`src/hdl/mbed_pkg.sv`:
```
// Package with shared constants and types for the multi-button edge debouncer.
package mbed_pkg;

  localparam int PIN_COUNT = 8;
  localparam int CNT_W = 8;

  localparam int REG_W = 8;
  localparam int LEVELS_W = 8;
  localparam int EVENT_PIN_W = 3;
  localparam int CFG_IDX_W = 2;

  localparam int PIN_IDX_W = (PIN_COUNT > 1) ? $clog2(PIN_COUNT) : 1;
  localparam int CNT_EXT_W = (CNT_W > REG_W) ? CNT_W : REG_W;
  localparam int PIN_EXT_W = (PIN_COUNT > REG_W) ? PIN_COUNT : REG_W;
  localparam int IDX_EXT_W = (PIN_IDX_W > EVENT_PIN_W) ? PIN_IDX_W : EVENT_PIN_W;

  localparam logic [CFG_IDX_W-1:0] REG_RISING_ENABLE = 2'd0;
  localparam logic [CFG_IDX_W-1:0] REG_FALLING_ENABLE = 2'd1;
  localparam logic [CFG_IDX_W-1:0] REG_RESTART_MASK = 2'd2;
  localparam logic [CFG_IDX_W-1:0] REG_LOCKOUT_TICKS = 2'd3;

  localparam logic [REG_W-1:0] LOCKOUT_RESET = 8'd4;

  typedef struct packed {
    logic fire;
    logic rise;
  } lane_evt_t;

endpackage

```
`src/hdl/multi_button_edge_debouncer_unit.sv`:
```
// Top level of the multi-button edge debouncer: configuration, pin lanes and merge.
// A result beat appears in the cycle after its scan tick is accepted.
// Throughput: one tick per cycle; input stalls only while a result beat is stalled.
// All pin lanes update in the same cycle; the merge stage holds one result beat.
// Reset clears levels, counters and masks and sets the lockout length to four.
module multi_button_edge_debouncer_unit (
  input  logic                             clk,
  input  logic                             rst,
  input  logic                             cfg_write,
  input  logic [mbed_pkg::CFG_IDX_W-1:0]   cfg_index,
  input  logic [mbed_pkg::REG_W-1:0]       cfg_data,
  input  logic                             in_valid,
  output logic                             in_stall,
  input  logic                             func,
  input  logic [mbed_pkg::LEVELS_W-1:0]    pin_levels,
  output logic                             out_valid,
  input  logic                             out_stall,
  output logic [mbed_pkg::EVENT_PIN_W-1:0] event_pin,
  output logic                             event_rising
);

  logic [mbed_pkg::REG_W-1:0]     rising_enable;
  logic [mbed_pkg::REG_W-1:0]     falling_enable;
  logic [mbed_pkg::REG_W-1:0]     restart_mask;
  logic [mbed_pkg::REG_W-1:0]     lockout_ticks;
  logic [mbed_pkg::CNT_EXT_W-1:0] reload_ext;
  logic [mbed_pkg::PIN_EXT_W-1:0] levels_ext;
  logic [mbed_pkg::PIN_EXT_W-1:0] rise_ext;
  logic [mbed_pkg::PIN_EXT_W-1:0] fall_ext;
  logic [mbed_pkg::PIN_EXT_W-1:0] restart_ext;
  logic                           accept;
  mbed_pkg::lane_evt_t            evt [mbed_pkg::PIN_COUNT];

  always_ff @(posedge clk) begin
    if (rst) begin
      rising_enable <= '0;
      falling_enable <= '0;
      restart_mask <= '0;
      lockout_ticks <= mbed_pkg::LOCKOUT_RESET;
    end else if (cfg_write) begin
      unique case (cfg_index)
        mbed_pkg::REG_RISING_ENABLE:  rising_enable <= cfg_data;
        mbed_pkg::REG_FALLING_ENABLE: falling_enable <= cfg_data;
        mbed_pkg::REG_RESTART_MASK:   restart_mask <= cfg_data;
        mbed_pkg::REG_LOCKOUT_TICKS:  lockout_ticks <= cfg_data;
      endcase
    end
  end

  assign in_stall = out_valid && out_stall;
  assign accept = in_valid && !in_stall;

  assign reload_ext = mbed_pkg::CNT_EXT_W'(lockout_ticks);
  assign levels_ext = mbed_pkg::PIN_EXT_W'(pin_levels);
  assign rise_ext = mbed_pkg::PIN_EXT_W'(rising_enable);
  assign fall_ext = mbed_pkg::PIN_EXT_W'(falling_enable);
  assign restart_ext = mbed_pkg::PIN_EXT_W'(restart_mask);

  for (genvar g = 0; g < mbed_pkg::PIN_COUNT; g++) begin : g_lane
    mbed_lane u_lane (
      .clk     (clk),
      .rst     (rst),
      .accept  (accept),
      .capture (func),
      .now     (levels_ext[g]),
      .rise_en (rise_ext[g]),
      .fall_en (fall_ext[g]),
      .restart (restart_ext[g]),
      .reload  (reload_ext[mbed_pkg::CNT_W-1:0]),
      .evt     (evt[g])
    );
  end

  mbed_merge u_merge (
    .clk          (clk),
    .rst          (rst),
    .accept       (accept),
    .evt          (evt),
    .out_stall    (out_stall),
    .out_valid    (out_valid),
    .event_pin    (event_pin),
    .event_rising (event_rising)
  );

endmodule

```
`src/hdl/mbed_lane.sv`:
```
// One pin lane: previous level, lockout counter and edge event detection.
module mbed_lane (
  input  logic                      clk,
  input  logic                      rst,
  input  logic                      accept,
  input  logic                      capture,
  input  logic                      now,
  input  logic                      rise_en,
  input  logic                      fall_en,
  input  logic                      restart,
  input  logic [mbed_pkg::CNT_W-1:0] reload,
  output mbed_pkg::lane_evt_t       evt
);

  logic                      prev;
  logic                      prev_next;
  logic [mbed_pkg::CNT_W-1:0] cnt;
  logic [mbed_pkg::CNT_W-1:0] cnt_next;
  logic                      enabled;
  logic                      running;

  assign enabled = now ? rise_en : fall_en;
  assign running = (cnt != '0);

  always_comb begin
    prev_next = prev;
    cnt_next = cnt;
    evt.fire = 1'b0;
    evt.rise = now;
    if (capture) begin
      prev_next = now;
    end else if (now != prev) begin
      prev_next = now;
      if (enabled) begin
        if (running) begin
          cnt_next = restart ? reload : cnt - 1'b1;
        end else begin
          cnt_next = reload;
          evt.fire = 1'b1;
        end
      end
    end else if (running) begin
      cnt_next = cnt - 1'b1;
    end
  end

  always_ff @(posedge clk) begin
    if (rst) begin
      prev <= 1'b0;
      cnt <= '0;
    end else if (accept) begin
      prev <= prev_next;
      cnt <= cnt_next;
    end
  end

endmodule

```
`src/hdl/mbed_merge.sv`:
```
// Merge stage: picks the highest-numbered firing lane and holds the result beat.
module mbed_merge (
  input  logic                             clk,
  input  logic                             rst,
  input  logic                             accept,
  input  mbed_pkg::lane_evt_t              evt [mbed_pkg::PIN_COUNT],
  input  logic                             out_stall,
  output logic                             out_valid,
  output logic [mbed_pkg::EVENT_PIN_W-1:0] event_pin,
  output logic                             event_rising
);

  logic                           any_fire;
  logic [mbed_pkg::PIN_IDX_W-1:0] sel_idx;
  logic                           sel_rise;
  logic [mbed_pkg::IDX_EXT_W-1:0] idx_ext;

  always_comb begin
    any_fire = 1'b0;
    sel_idx = '0;
    sel_rise = 1'b0;
    for (int i = 0; i < mbed_pkg::PIN_COUNT; i++) begin
      if (evt[i].fire) begin
        any_fire = 1'b1;
        sel_idx = mbed_pkg::PIN_IDX_W'(i);
        sel_rise = evt[i].rise;
      end
    end
  end

  assign idx_ext = mbed_pkg::IDX_EXT_W'(sel_idx);

  always_ff @(posedge clk) begin
    if (rst) begin
      out_valid <= 1'b0;
    end else if (accept) begin
      out_valid <= any_fire;
    end else if (!out_stall) begin
      out_valid <= 1'b0;
    end
  end

  always_ff @(posedge clk) begin
    if (accept && any_fire) begin
      event_pin <= idx_ext[mbed_pkg::EVENT_PIN_W-1:0];
      event_rising <= sel_rise;
    end
  end

endmodule

```
`config.mk`:
```
export PLATFORM = sky130hd
export DESIGN_NAME = multi_button_edge_debouncer_unit
export DESIGN_NICKNAME = d
export VERILOG_FILES = /design/src/hdl/mbed_pkg.sv /design/src/hdl/multi_button_edge_debouncer_unit.sv /design/src/hdl/mbed_lane.sv /design/src/hdl/mbed_merge.sv
export SDC_FILE = /design/constraint.sdc
export NUM_CORES = 1
export LEC_CHECK = 0
export BUFFER_PORTS_ARGS = -buffer_cell sky130_fd_sc_hd__buf_2
export CORE_UTILIZATION = 55
export DETAILED_ROUTE_END_ITERATION = 10
export GPL_TIMING_DRIVEN = 0
export HOLD_SLACK_MARGIN = 0.15
export PLACE_DENSITY = 0.73
export SETUP_SLACK_MARGIN = 0.05
export SLEW_MARGIN = 20
export SYNTH_ARGS = -nofsm -noshare
export SYNTH_HDL_FRONTEND = slang
export SYNTH_SLANG_ARGS = --single-unit
```
`constraint.sdc`:
```
create_clock -name clk -period 3.07 [get_ports clk]
set_input_delay 0.307 -clock clk [delete_from_list [all_inputs] [get_ports clk]]
set_output_delay 0.307 -clock clk [all_outputs]
set_load 0.1 [all_outputs]
```
Word-level counts from Yosys, hierarchy flattened
Cells that the tools add are included.
W data, S select, Z words.
{"block": "op_classes", "n_addsub": 8, "mul": 0, "div_mod_pow": 0, "order_cmp": 0, "n_eq_ne": 20, "shifts": 0, "muxes": 120, "n_bitwise": 1, "n_reduce_logical": 51}
{"op": "$mux W8", "n": 40}
{"op": "$mux W1", "n": 76}
{"op": "$reduce_bool A8 Y1", "n": 8}
{"op": "$sub A8 B1 Y8 const B", "n": 8}
{"op": "$reduce_and A4 Y1", "n": 8}
{"op": "$reduce_bool A2 Y1", "n": 16}
{"op": "$reduce_and A2 Y1", "n": 12}
{"op": "$ne A2 B1 Y1 const B", "n": 9}
{"op": "$mux W2", "n": 4}
{"op": "$ne A1 B1 Y1", "n": 8}
{"op": "$eq A2 B2 Y1 const B", "n": 2}
{"op": "$reduce_or A4 Y1", "n": 1}
{"op": "$logic_and A1 B1 Y1", "n": 3}
{"op": "$eq A2 B1 Y1 const B", "n": 1}
{"op": "$logic_not A2 Y1", "n": 1}
{"op": "$reduce_or A2 Y1", "n": 1}
{"op": "$logic_not A1 Y1", "n": 1}
{"op": "$not A1 Y1", "n": 1}
{"block": "word_totals", "register_bits": 109, "latchBits": 0, "ram_bits": 0, "romBits": 0, "inputBits": 24, "output_inout_bits": 6, "wordCells": 225, "mem_count": 0}

Logic depth before layout (Yosys ltp)
Gate-level depths: netlist (run 1).
{"block": "depth", "depth_word": 14, "ltp_mapped": 10, "depth_no_buf": 8}

Modules after synthesis
From an unflattened synthesis (run 1), not the netlist that was laid out.
{"block": "hier_totals", "cells_unflattened": 835, "area_unflattened_um2": 7029.2}
{"mod": "mbed_lane", "instances": 8, "cells_each": 85, "area_per_inst_um2": 678.2, "seq_area_each_um2": 180.2}
{"mod": "multi_button_edge_debouncer_unit", "instances": 1, "cells_each": 121, "area_per_inst_um2": 1312.5, "seq_area_each_um2": 640.6}
{"mod": "mbed_merge", "instances": 1, "cells_each": 34, "area_per_inst_um2": 291.5, "seq_area_each_um2": 140.1}

Worst setup path after synthesis (run 1)
No wires, ideal clock.
{"block": "synth_path", "kind": "register to register", "from": "register u_merge.out_valid", "to": "register g_lane[7].u_lane.cnt[2] in the netlist's numbering", "setup_ps": 70, "t_arrival_ps": 2472, "required_time_ps": 3000, "slack_ps": 528, "path_stages_with_launch": 10, "path_buffers": 3, "period_less_slack_ps": 2542, "path_cell_list": "dfxtp_1 -> a21bo_1 -> clkbuf_1 -> nor2_1 -> buf_2 -> o21ai_1 -> nor2b_1 -> buf_2 -> o21ai_1 -> a21oi_1"}
{"block": "synth_via", "elab_chain_cells": 4}
{"item": "start, declared", "line_no": "mbed_merge.sv:8", "rtl": "output logic out_valid,"}
{"item": "start signal, assigned", "line_no": "mbed_merge.sv:37", "rtl": "out_valid <= any_fire;"}
{"item": "$logic_and A1 B1 Y1", "line_no": "multi_button_edge_debouncer_unit.sv:50", "rtl": "assign in_stall = out_valid && out_stall;"}
{"item": "$logic_not A1 Y1", "line_no": "multi_button_edge_debouncer_unit.sv:51", "rtl": "assign accept = in_valid && !in_stall;"}
{"item": "$logic_and A1 B1 Y1", "line_no": "multi_button_edge_debouncer_unit.sv:51"}
{"item": "$reduce_and A4 Y1 (no source line)"}
{"item": "end signal, assigned", "line_no": "mbed_lane.sv:53", "rtl": "cnt <= cnt_next;"}
{"item": "end, declared", "line_no": "mbed_lane.sv:17", "rtl": "logic [mbed_pkg::CNT_W-1:0] cnt;"}
No other way between the ends.
A chain may end at the register's enable or synchronous reset.

Final worst setup path (run 1)
{"block": "layout_path", "from": "register u_merge.out_valid", "to": "register g_lane[1].u_lane.cnt[5] in the netlist's numbering"}
{"block": "layout_via", "elab_chain_cells": 4}
{"item": "$logic_and A1 B1 Y1", "line_no": "multi_button_edge_debouncer_unit.sv:50"}
{"item": "$logic_not A1 Y1", "line_no": "multi_button_edge_debouncer_unit.sv:51"}
{"item": "$logic_and A1 B1 Y1", "line_no": "multi_button_edge_debouncer_unit.sv:51"}
{"item": "$reduce_and A4 Y1 (no source line)"}
{"item": "end signal, assigned", "line_no": "mbed_lane.sv:53"}
{"item": "end, declared", "line_no": "mbed_lane.sv:17"}
No other way between the ends.

==> metrics.md, run 1 <==
| Metric | Value |
|---|---|
| Pwr dens | 521 nW/µm² |
| WP data arrival | 3.03 ns |
| Slew Viols, Final | 0 |
| Io pins | 30 |
| Max-cap viol count | 0 |
| Worst Path Max Fanout | 10 |
| Register area | 2220 µm² |
| Relative slew slack | 32.8% |
| Worst Setup Path Type | reg2reg |
| Hold Crit Class | in2reg |
| Core Footprint | 11400 µm² |
| Post-layout util | 61.6% |
| DR DRC count | 0 |
| Fillers | 1026 |
| Worst vdd ir | 0.478 mV |
| Register area share after synthesis | 34.6% |
| Share of layout cells above drive strength 1 | 8.25% |
| Hold buffers post-CTS | 0 |
| Critical path's slowest cell | a21boi_1 |
| HPWL Detailed | 13.0 mm |
| GP Congestion | 0.885 |
| Post-CTS sizing | 0 |
| Area of the die | 12100 µm² |
| Initial antenna violation count | 0 |
| Wirelength per Cell | 18.4 µm |
| Die X | 110 µm |
| Synthesis-to-layout area growth | 9.44% |
| Synth top area share | 32.7% |
| First-pass GRT wire length | 29.2 mm |
| Row Count | 39 |
| RSZ-0062 raised after global routing | no |
| CTS tree | yes |
| Num CTS Buffers | 9 |
| Synth cell types | 75 |
| Pin count of the biggest net entering global routing | 19 |
| Yosys reg bits | 109 |
| Worst-path cell chain | a21boi_1 > nand2_1 > a221oi_2 > clkbuf_1 > o21ai_1 > a22oi_1 > nor2_1 |
| Final hold violation count | 0 |
| Routed Antenna Nets | 0 |
| Final wirelength | 18.7 mm |
| Nets | 908 |
| Area occupied by multi-input gates | 3900 µm² |
| Max Clock Skew | 0.00845 ns |
| Syn. warnings | 0 |
| Ys async rst share | 0% |
| Final setup violation count | 0 |
| CP Launch Type | flop |
| Synth Area per Inst | 7.73 µm² |
| Clk Latency, worst-skew pair | 0.37 ns |
| Vias post-DR | 6409 |
| Part of the cycle the worst path needs | 91.0% |
| Least-Margin Pin Slew | 1.01 ns |
| Starting Density | 56.3% |
| Reg clk slew, reported paths | 0.08 ns |
| Worst-case clock buffer depth | 2 |
| Worst setup EP type | flop |
| IO Port Bufs | 25 |
| Vias in the first global route | 5743 |
| Most frequently used flop master after synthesis | dfxtp_1 |
| Status | completed |
| Min Tclk post-route | 2.79 ns |
| Root buffer cell | clkbuf_16 |
| Remaining Overflow, GRT | 0 |
| Largest cells by area after synthesis | dfxtp_1 33%, a21oi_1 7.3%, nand2_1 5.5% |
| EDFF count, synth | 4 |
| Routed vias/inst | 6.31 |
| P_leak | 2.75 nW |
| Setup TNS | 0 ns |
| Peak Freq | 0.358 GHz |
| Global Route Usage Sum | 31.9% |
| Yosys top cell by area | dfxtp_1 |
| CP peak stage delay | 0.76 ns |
| Initial DRC Count | 651 |
| Mapped cell area | 6430 µm² |
| Post CTS Setup Buffer Count | 0 |
| CTS sink count | 109 |
| H-tree lvl count | 3 |
| Height of the die | 110 µm |
| Post-Syn Nets | 872 |
| TritonRoute pass-1 iters | 7 |
| Post-Syn Instances | 832 |
| Antenna Cells | 0 |
| Crit path required time | 3.30 ns |
## state kept, by name, summed over array words and instances, names as in the netlist
name                  count
u_merge.event_pin         3
fall_ext                  8
g_lane.u_lane.prev        8
restart_ext               8
rise_ext                  8
u_merge.event_rising      1
lockout_ticks             8
g_lane.u_lane.cnt        64
u_merge.out_valid         1
## where the power goes
part | switching [mW] | internal [mW] | leakage [nW]
registers | 0.0568 | 1.48 | 0.891
clock network | 0.569 | 0.636 | 0.142
logic | 0.583 | 0.338 | 1.72
total | 1.21 | 2.46 | 2.75
## per-stage QoR
stage | worst slack, ns | hold slack [ns] | total power, mW | std cells | area, µm²
final | 0.276 | 0.215 | 3.66 | 1016 | 7040
after global routing | 0.144 | 0.221 | 3.82 | 1016 | 7040
after CTS | 0.174 | 0.210 | 3.65 | 1016 | 7030
after detailed placement | 0.198 | 0.458 | 2.47 | 1000 | 6740
after global placement | 0.208 | 0.448 | 2.44 | 1000 | 6740
after floorplan | 0.528 | 0.428 | 2.25 | 832 | 6430
## path summary, 6_finish.rpt
path | from | to | slack [ns] | depth (start not counted)
hold / removal | in_valid | u_merge.out_valid | 0.22 | 3
setup / recovery | u_merge.out_valid | g_lane[1].u_lane.cnt[5] | 0.28 | 7
setup reg to reg | u_merge.out_valid | g_lane[1].u_lane.cnt[5] | 0.28 | 7
hold reg to reg | g_lane[3].u_lane.cnt[6] | g_lane[3].u_lane.cnt[6] | 0.46 | 2
## layer usage
metal	routed length [µm]	GRT usage, %	up-vias
met2	8460	52.6	260
li1	-	-	3051
met3	1530	6.06	52
met1	7980	40.6	3046
met4	716	13.5	0
met5	0	0	-
## cell type report
type | instances | area share [%]
multi-input combinational | 644 | 55.4
sequential | 109 | 31.6
clock buffer | 9 | 3.20
buffer | 45 | 2.63
tap | 143 | 2.54
inverter | 34 | 1.81
timing repair buffer | 25 | 1.78
clock inverter | 7 | 1.03
## synth_stat cells, types with 7 or more instances
cell type and instances:
a211oi_1 7, a21o_1 26, a21oi_1 94, a31oi_1 7
and2_1 10, buf_2 12, clkbuf_1 30, dfxtp_1 105
ha_1 16, inv_1 33, mux2i_1 35, nand2_1 94
nand2b_1 10, nand3_1 20, nand3b_1 17, nor2_1 89
nor2b_1 10, nor3_1 23, nor4_1 7, o21a_1 8
o21ai_0 11, o21ai_1 54, or3_1 8
## critical path, delay by kind of cell, from the launching register on
| family | cells | cell delay (ns) |
|---|---|---|
| flops | 1 | 0.34 |
| simple gates | 2 | 0.37 |
| buf+inv | 1 | 0.38 |
| compound gates | 4 | 1.56 |
## cells by family after synthesis
logic type / count (synthesis) / synth area share (%)
flip-flops: 109 / 34.6
XOR/XNOR: 7 / 0.953
adder cells (fa/ha/maj): 16 / 3.11
AND/OR/NAND/NOR: 326 / 25.4
multiplexers: 39 / 6.15
buffers and inverters: 79 / 4.86
AO/OA/AOI/OAI: 256 / 24.9
## placed cells by master, fill, tap and decap left out, drive strengths merged, types with 6 or more instances in the layout
master	instances
dfxtp	105
nand2	94
a21oi	94
nor2	90
o21ai	66
clkbuf	40
buf	39
inv	36
mux2i	35
a21o	26
nor3	23
nand3	20
nand3b	17
ha	16
nand2b	10
and2	10
nor2b	10
nor4	10
or3	8
o21a	8
a31oi	7
a211oi	7
xor2	6
a22oi	6
nor3b	6
No activity file was read; power rests on OpenSTA's default activity.
==> run 2, diff against run 1 <==
--- a/config.mk
+++ b/config.mk
@@ -5,9 +5,10 @@
 export SDC_FILE = /design/constraint.sdc
 export NUM_CORES = 1
 export LEC_CHECK = 0
-export BUFFER_PORTS_ARGS = -buffer_cell sky130_fd_sc_hd__buf_2
+export CORE_ASPECT_RATIO = 0.6
 export CORE_UTILIZATION = 55
 export DETAILED_ROUTE_END_ITERATION = 10
+export DONT_BUFFER_PORTS = 1
 export GPL_TIMING_DRIVEN = 0
 export HOLD_SLACK_MARGIN = 0.15
 export PLACE_DENSITY = 0.73
==> constraint.sdc (replaced) <==
create_clock -name clk -period 2.3 [get_ports clk]
set_input_delay 0.23 -clock clk [delete_from_list [all_inputs] [get_ports clk]]
set_output_delay 0.23 -clock clk [all_outputs]
set_load 0.1 [all_outputs]
==> metrics.md, run 2 (same netlist as run 1, synthesis figures left out) <==
| Metric | Value |
|---|---|
| Status | finished, violations left |
| Failing checks | negative setup slack |
| CP peak stage delay | 0.48 ns |
| Remaining Overflow, GRT | 0 |
| Relative slew slack | 38.2% |
| Metal2 WL | 9.18 mm |
| Max reg flops | 64 |
| Reg clk slew, reported paths | 0.08 ns |
| Internal power | 3.42 mW |
| Part of the cycle the worst path needs | 108% |
| Met3 WL | 2.34 mm |
| Slew Viols, Final | 0 |
| Root buffer cell | clkbuf_16 |
| Wirelength per Cell | 20.0 µm |
| Routed Antenna Nets | 0 |
| Height of the die | 85.8 µm |
| Pin count of the biggest net entering global routing | 18 |
| Hold Crit Class | in2reg |
| Synthesis-to-layout area growth | 19.6% |
| DR DRC count | 0 |
| Worst-case clock buffer depth | 2 |
| Largest Register | g_lane.u_lane.cnt |
| Psw | 1.68 mW |
| Peak Freq | 0.402 GHz |
| GP Congestion | 0.896 |
| Flop pwr share | 40.9% |
| Most frequent cells in the layout | 95 x dfxtp_1, 94 x nand2_1, 93 x a21oi_1 |
| IO Port Bufs | 0 |
| Combinational group share of total power | 27.4% |
| CP Launch Type | flop |
| Critical path's slowest cell | or4b_4 |
| Vias post-DR | 6723 |
| Initial DRC Count | 761 |
| Metal-1 WL | 8.97 mm |
| Final wirelength | 21.0 mm |
| Least-Margin Pin Slew | 0.927 ns |
| Num CTS Buffers | 9 |
| Net Sw Frac | 32.9% |
| Max Clock Skew | 0.0103 ns |
| Worst Setup Path Type | reg2reg |
| Pwr dens | 663 nW/µm² |
| Share of layout cells above drive strength 1 | 14.3% |
| HPWL Detailed | 13.5 mm |
| Worst setup EP type | flop |
| Io pins | 30 |
| Final hold slack | 0.130 ns |
| Worst vdd ir | 0.405 mV |
| First-pass GRT wire length | 31.4 mm |
| Setup TNS | -0.190 ns |
| Fillers | 926 |
| Final hold violation count | 0 |
| Crit path required time | 2.40 ns |
| Register area | 2240 µm² |
| Area of the die | 12100 µm² |
| CTS tree | yes |
| Initial antenna violation count | 1 |
| Setup ws final | -0.190 ns |
| Clock power frac | 31.7% |
| Min Tclk post-route | 2.49 ns |
| Die X | 142 µm |
| TritonRoute pass-1 iters | 6 |
| Clk Latency, worst-skew pair | 0.36 ns |
| RSZ-0062 raised after global routing | yes |
| P_leak | 3.00 nW |
| Area occupied by multi-input gates | 4190 µm² |
| H-tree lvl count | 3 |
| WP data arrival | 2.59 ns |
| Core Footprint | 11300 µm² |
| Uppermost routed layer | met4 |
| Worst Path Max Fanout | 2 |
| Vias in the first global route | 5910 |
| Nets | 928 |
| Row Count | 30 |
| Starting Density | 56.7% |
| Placed instance area | 6640 µm² |
| Worst-path cell chain | inv_2 > ha_4 > or4b_4 > a2111oi_4 > nor4b_2 > or3_1 > a221oi_2 > o22ai_2 |
| Global Route Usage Sum | 33.9% |
| CTS sink count | 109 |
| Routed vias/inst | 6.38 |
| Final setup violation count | 1 |
| Max-cap viol count | 0 |
| Most common cell after layout, fill and taps aside | dfxtp_1 |
| Final Instance Area | 7690 µm² |
==> run 2: cell count changes in the layout (fill, tap and decap cells not counted), moves of 8 or more <==
cell           change
buf_2             -30
buf_4             +27
clkbuf_1           -8
dfxtp_1           -10
dfxtp_2            +8
dlygate4sd3_1     +19
==> run 2: layout make-up <==
class,count,share of cell area (%)
sequential,109,29.1
clock buffer,10,3.11
multi-input combinational,644,54.5
inverter,34,1.69
tap,160,2.60
buffer,43,2.75
antenna,1,0.0325
clock inverter,6,0.797
timing repair buffer,47,5.37
==> run 2: layer usage <==
metal	GRT usage (%)	vias up
met5	0.405	-
met4	12.8	0
met1	46.7	3200
met3	8.38	51
met2	51.1	388
li1	-	3084
==> run 2: stage by stage <==
step | total power [mW] | util [%] | std cells | setup WS (ns)
global placement | 3.21 | 58.6 | 992 | -0.633
CTS | 4.91 | 64.4 | 1032 | -0.222
detailed placement | 3.26 | 58.6 | 992 | -0.636
finish | 5.09 | 67.8 | 1054 | -0.190
global route | 5.30 | 67.8 | 1054 | -0.254
floorplan | 3.00 | - | 832 | 0.0532
==> run 2: timing repair <==
item,4_1_cts,5_1_grt
pin swaps,7,17
resized for setup,29,62
endpoints found under the hold margin,39,0
endpoints found under the setup margin,69,67
buffers inserted,6,22
hold buffers,19,0
==> run 2: worst paths after layout <==
| check | startpoint | to | slack, ns | depth (start not counted) |
|---|---|---|---|---|
| max | g_lane[1].u_lane.cnt[1] | u_merge.event_rising | -0.19 | 8 |
| min reg2reg | g_lane[3].u_lane.cnt[6] | g_lane[3].u_lane.cnt[6] | 0.46 | 2 |
| max reg2reg | g_lane[1].u_lane.cnt[1] | u_merge.event_rising | -0.19 | 8 |
| min | out_stall | g_lane[2].u_lane.prev | 0.13 | 3 |
==> run 2: power by group through the flow <==
stage	registers [mW]	logic (mW)	clock network, mW
4_1_cts	2.07	1.22	1.62
5_1_grt	2.09	1.51	1.69
3_5_place_dp	2.11	1.15	0
3_3_place_gp	2.11	1.11	0
2_1_floorplan	2.09	0.910	0
6_report	2.08	1.40	1.62
==> run 2: critical path, delay by kind of cell (launching register included) <==
family | cells | cell delay (ns)
compound gates | 3 | 0.75
fa+ha+maj | 1 | 0.12
buf+inv | 1 | 0.08
flops | 1 | 0.33
simple gates | 3 | 0.95
